**src/hdl/assert_macros.svh**
```systemverilog
// assertion helpers used by the engine top level
`ifndef ASSERT_MACROS_SVH
`define ASSERT_MACROS_SVH

// condition that must hold at every clock edge out of reset
`define GLE_ASSERT(lbl, prop) \
  lbl: assert property (@(posedge clk) disable iff (!rst_n) (prop)) \
    else $error("assertion failed");

// condition a implies condition b on the following edge
`define GLE_ASSERT_NEXT(lbl, a, b) \
  lbl: assert property (@(posedge clk) disable iff (!rst_n) (a) |=> (b)) \
    else $error("assertion failed");

`endif

```
**src/hdl/gle_pkg.sv**
```systemverilog
// ----------------------------------------------------------------------------
// gle_pkg
// shared types and constants of the life generation engine
// ----------------------------------------------------------------------------
`default_nettype none
package gle_pkg;

  localparam int MAX_COLUMNS = 64;
  localparam int MAX_ROWS    = 64;
  localparam int COL_W       = $clog2(MAX_COLUMNS);
  localparam int ROW_W       = $clog2(MAX_ROWS);
  localparam int SIZE_W      = 7;
  localparam int MEM_AW      = ROW_W + 1;
  localparam int STEP_W      = $clog2(MAX_ROWS + 2);
  localparam int CNT_W       = 4;

  localparam logic [CNT_W-1:0] BIRTH_COUNT = CNT_W'(3);
  localparam logic [CNT_W-1:0] SURVIVE_LOW = CNT_W'(2);

  localparam logic [1:0] REQ_WRITE   = 2'd0;
  localparam logic [1:0] REQ_READ    = 2'd1;
  localparam logic [1:0] REQ_ADVANCE = 2'd2;

  localparam logic REG_COLUMNS = 1'b0;
  localparam logic REG_ROWS    = 1'b1;

  typedef enum logic [1:0] {
    S_IDLE,
    S_RDWAIT,
    S_GEN,
    S_DRAIN
  } state_t;

  // vertical three-cell window of one column
  typedef struct packed {
    logic up;
    logic mid;
    logic lo;
  } col_t;

endpackage
`default_nettype wire

```
**src/hdl/gle_cell.sv**
```systemverilog
// ----------------------------------------------------------------------------
// gle_cell
// one column cell: keeps two rows of its column and computes the next state
// ----------------------------------------------------------------------------
`default_nettype none
module gle_cell
  import gle_pkg::*;
(
  input  wire       clk,
  input  wire       shift,
  input  wire       lo_in,
  input  wire col_t left,
  input  wire col_t right,
  output col_t      win,
  output logic      next_alive
);

  logic up_r, mid_r;
  logic [CNT_W-1:0] cnt;

  always_ff @(posedge clk) begin
    if (shift) begin
      up_r  <= mid_r;
      mid_r <= lo_in;
    end
  end

  assign win = '{up: up_r, mid: mid_r, lo: lo_in};

  always_comb begin
    cnt = CNT_W'(left.up) + CNT_W'(left.mid) + CNT_W'(left.lo)
        + CNT_W'(right.up) + CNT_W'(right.mid) + CNT_W'(right.lo)
        + CNT_W'(up_r) + CNT_W'(lo_in);
    next_alive = (cnt == BIRTH_COUNT) || (mid_r && (cnt == SURVIVE_LOW));
  end

endmodule
`default_nettype wire

```
**config.mk**
```make
export PLATFORM = sky130hd
export DESIGN_NAME = gle_cell
export DESIGN_NICKNAME = d
export VERILOG_FILES = /design/src/hdl/assert_macros.svh /design/src/hdl/gle_pkg.sv /design/src/hdl/gle_cell.sv
export SDC_FILE = /design/constraint.sdc
export NUM_CORES = 1
export LEC_CHECK = 0
export BUFFER_PORTS_ARGS = -buffer_cell sky130_fd_sc_hd__buf_2
export CORE_AREA = 2 2 39 41
export CTS_BUF_LIST = sky130_fd_sc_hd__clkbuf_4 sky130_fd_sc_hd__clkbuf_8
export CTS_CLUSTER_SIZE = 30
export DETAILED_ROUTE_END_ITERATION = 8
export DIE_AREA = 0 0 41 43
export SLEW_MARGIN = 40
export SYNTH_ARGS = -nofsm -noshare
export SYNTH_HDL_FRONTEND = slang
export SYNTH_SLANG_ARGS = --single-unit
```
**constraint.sdc**
```tcl
create_clock -name clk -period 3.4 [get_ports clk]
set_clock_uncertainty 0.1 [all_clocks]
set_input_delay 0.51 -clock clk [delete_from_list [all_inputs] [get_ports clk]]
set_output_delay 0.51 -clock clk [all_outputs]
set_load 0.01 [all_outputs]
```
==> summary.txt <==
IO buf count -> 12
Initial antenna violation count -> 0
Worst Setup Start Kind -> primary input
Slew Limit Fails -> 0
Slew Limit Headroom -> 91.8%
Routed len/inst -> 7.64 um
Measured slew at the worst slew-check pin -> 0.123 ns
Detail Placement HPWL -> 364 um
Commonest cells after routing, fill and taps aside -> 10 x buf_2, 8 x inv_1, 3 x fa_1, 3 x clkbuf_4
Die W -> 41 um
Layout cells sized above 1 -> 55.0%
Final hold violations -> 0
Yosys reg bits -> 2
Largest net degree at the start of global routing -> 4
Final Worst Setup Slack -> -0.382 ns
Clock root cell -> clkbuf_4
Initial core utilization -> 19.3%
Post-synthesis sequential area ratio -> 22.4%
DR iter-0 viols -> 1
Hold WS -> 0.373 ns
Avg Inst Size Synth -> 9.56 um^2
Worst EP arrival -> 3.17 ns
Worst-path fanout max -> 3
GPL Wtd Cong -> 0.669
P&R area growth vs syn -> 44.4%
Die Area -> 0.00176 mm^2
Detailed-route DRC error count -> 0
Crit-path slowest cell -> fa_1
GRT overflow -> 0
Crit-path cells -> buf_6 > inv_2 > fa_1 > fa_1 > fa_1 > inv_2 > ha_4 > fa_2 > or2_1 > a21oi_2 > buf_2
Worst hold path type -> in -> reg
Inserted Diodes -> 0
Worst-path clk slew -> 0.03 ns
# setup viols final -> 1
Critical path type -> in -> out
Final #Nets -> 58
Pwr Density -> 438 mW/mm^2
Mapped Cells -> 28
Remaining antenna violation count -> 0
Syn Nets -> 44
Yosys cell types -> 9
Final min period -> 3.78 ns
Site row count -> 14
Max H-tree Level -> 1
Clock power share -> 30.0%
Pint -> 112 uW
CP Data Required Time -> 2.79 ns
Failing checks -> negative setup slack
Crit Reg-Reg Startpoint -> mid_r
Die H -> 43 um
Sw frac -> 33.8%
YS warnings -> 0
Combinational power share -> 51.8%
Clk Latency, worst-skew pair -> 0.22 ns
First-pass GRT wire length -> 834 um
Critical Path End Type -> output pin
Reg power frac -> 18.2%
DRT Wirelength -> 428 um
NetSw -> 57.2 uW
CTS tree -> done
Via count -> 195
Top cell by count, worst path -> fa_1
Vias in the first global route -> 228
Leak -> 0.202 nW
Core area -> 0.00138 mm^2
Run status -> complete, but fails checks
Fill cell count -> 149
Max Cap Viol -> 0
Final critical-path share of the clock period -> 111%
Hold wc startpoint -> lo_in
CTS sink cnt -> 2
CTS max path bufs -> 2
Worst vdd ir -> 0.131 mV
Pre-antenna DRT Iters -> 2
GRT Total Usage -> 7.58%
Vias per Instance -> 3.48
Slowest stage delay, CP -> 0.54 ns
RSZ-0062 raised after global routing -> yes
Netlist Area Pre-Place -> 268 um^2
Num CTS Buffers -> 3
Ports -> 13
Utilization of the core after routing -> 27.9%
Fmax -> 264 MHz
Crit path launch -> lo_in
Commonest non-fill, non-tap cell in the layout -> buf_2
## synth_stat cells
master	n	share of area, %
inv_1	11	15
buf_4	3	8.4
fa_1	4	30
a21oi_1	2	3.7
or2_0	1	2.3
o21ai_0	1	1.9
edfxtp_1	2	22
nand3_1	1	1.9
ha_1	3	14
## cell families after synthesis
| group | share of synthesized area, % |
|---|---|
| AND/OR/NAND/NOR | 4.21 |
| buffers and inverters | 23.8 |
| flip-flops | 22.4 |
| AO/OA/AOI/OAI | 5.61 |
| adder cells (fa/ha/maj) | 43.9 |
## worst max-delay path, delay by kind of cell
kind,cells,cell delay [ns]
adder cells (fa/ha/maj),5,2.02
buffers and inverters,4,0.30
AND/OR/NAND/NOR,1,0.23
AO/OA/AOI/OAI,1,0.13
## sequential cells by signal, summed over array words and instances, names as in the netlist
name / flops
up_r: 1
mid_r: 1
## path summary, 6_finish.rpt
check | endpoint | slack [ns] | cells past startpoint
worst max-delay path | next_alive | -0.38 | 11
worst min register to register | up_r | 0.40 | 0
worst min-delay path | mid_r | 0.37 | 1
worst max register to register | up_r | 2.62 | 0
## power by group through the flow
| stage | Clock (mW) | Sequential (mW) | Combinational (mW) |
|---|---|---|---|
| after floorplan | 0 | 0.0307 | 0.0548 |
| after global placement | 0 | 0.0309 | 0.0717 |
| after detailed placement | 0 | 0.0309 | 0.0751 |
| after CTS | 0.0538 | 0.0308 | 0.0903 |
| after global routing | 0.0606 | 0.0310 | 0.106 |
| final | 0.0508 | 0.0307 | 0.0877 |
## final cells by class
class,instances,area [um^2],area share (%)
multi-input cells,12,166,43.0
repair buffers,12,68.8,17.8
flip-flops and latches,2,60.1,15.5
inverters,11,48.8,12.6
clock buffers,3,22.5,5.83
well taps,16,20.0,5.18
## routing by layer
| metal | up-vias | GRT usage [%] | share of wire [%] |
|---|---|---|---|
| met4 | 0 | 4.00 | 0 |
| met1 | 84 | 9.84 | 47 |
| met3 | 0 | 4.71 | 5.8 |
| met5 | - | 0 | 0 |
| li1 | 104 | - | - |
| met2 | 7 | 9.38 | 47 |
## metrics by stage
stage / setup WS, ns / cell area (um^2) / setup TNS (ns) / instances / power, mW
after floorplan: -0.170 / 284 / -0.170 / 28 / 0.0854
after global placement: -0.460 / 342 / -0.460 / 53 / 0.103
after detailed placement: -0.519 / 342 / -0.519 / 53 / 0.106
after CTS: -0.414 / 387 / -0.414 / 56 / 0.175
after global routing: -0.486 / 387 / -0.486 / 56 / 0.197
final: -0.382 / 387 / -0.382 / 56 / 0.169
## timing repair
item	in CTS	in global routing
pin swaps	7	0
endpoints found under the setup margin	1	1
buffers inserted	0	0
hold buffers	0	0
hold endpoints to repair	0	0
resized for setup	6	1
Power figures use the tool's default switching activity.
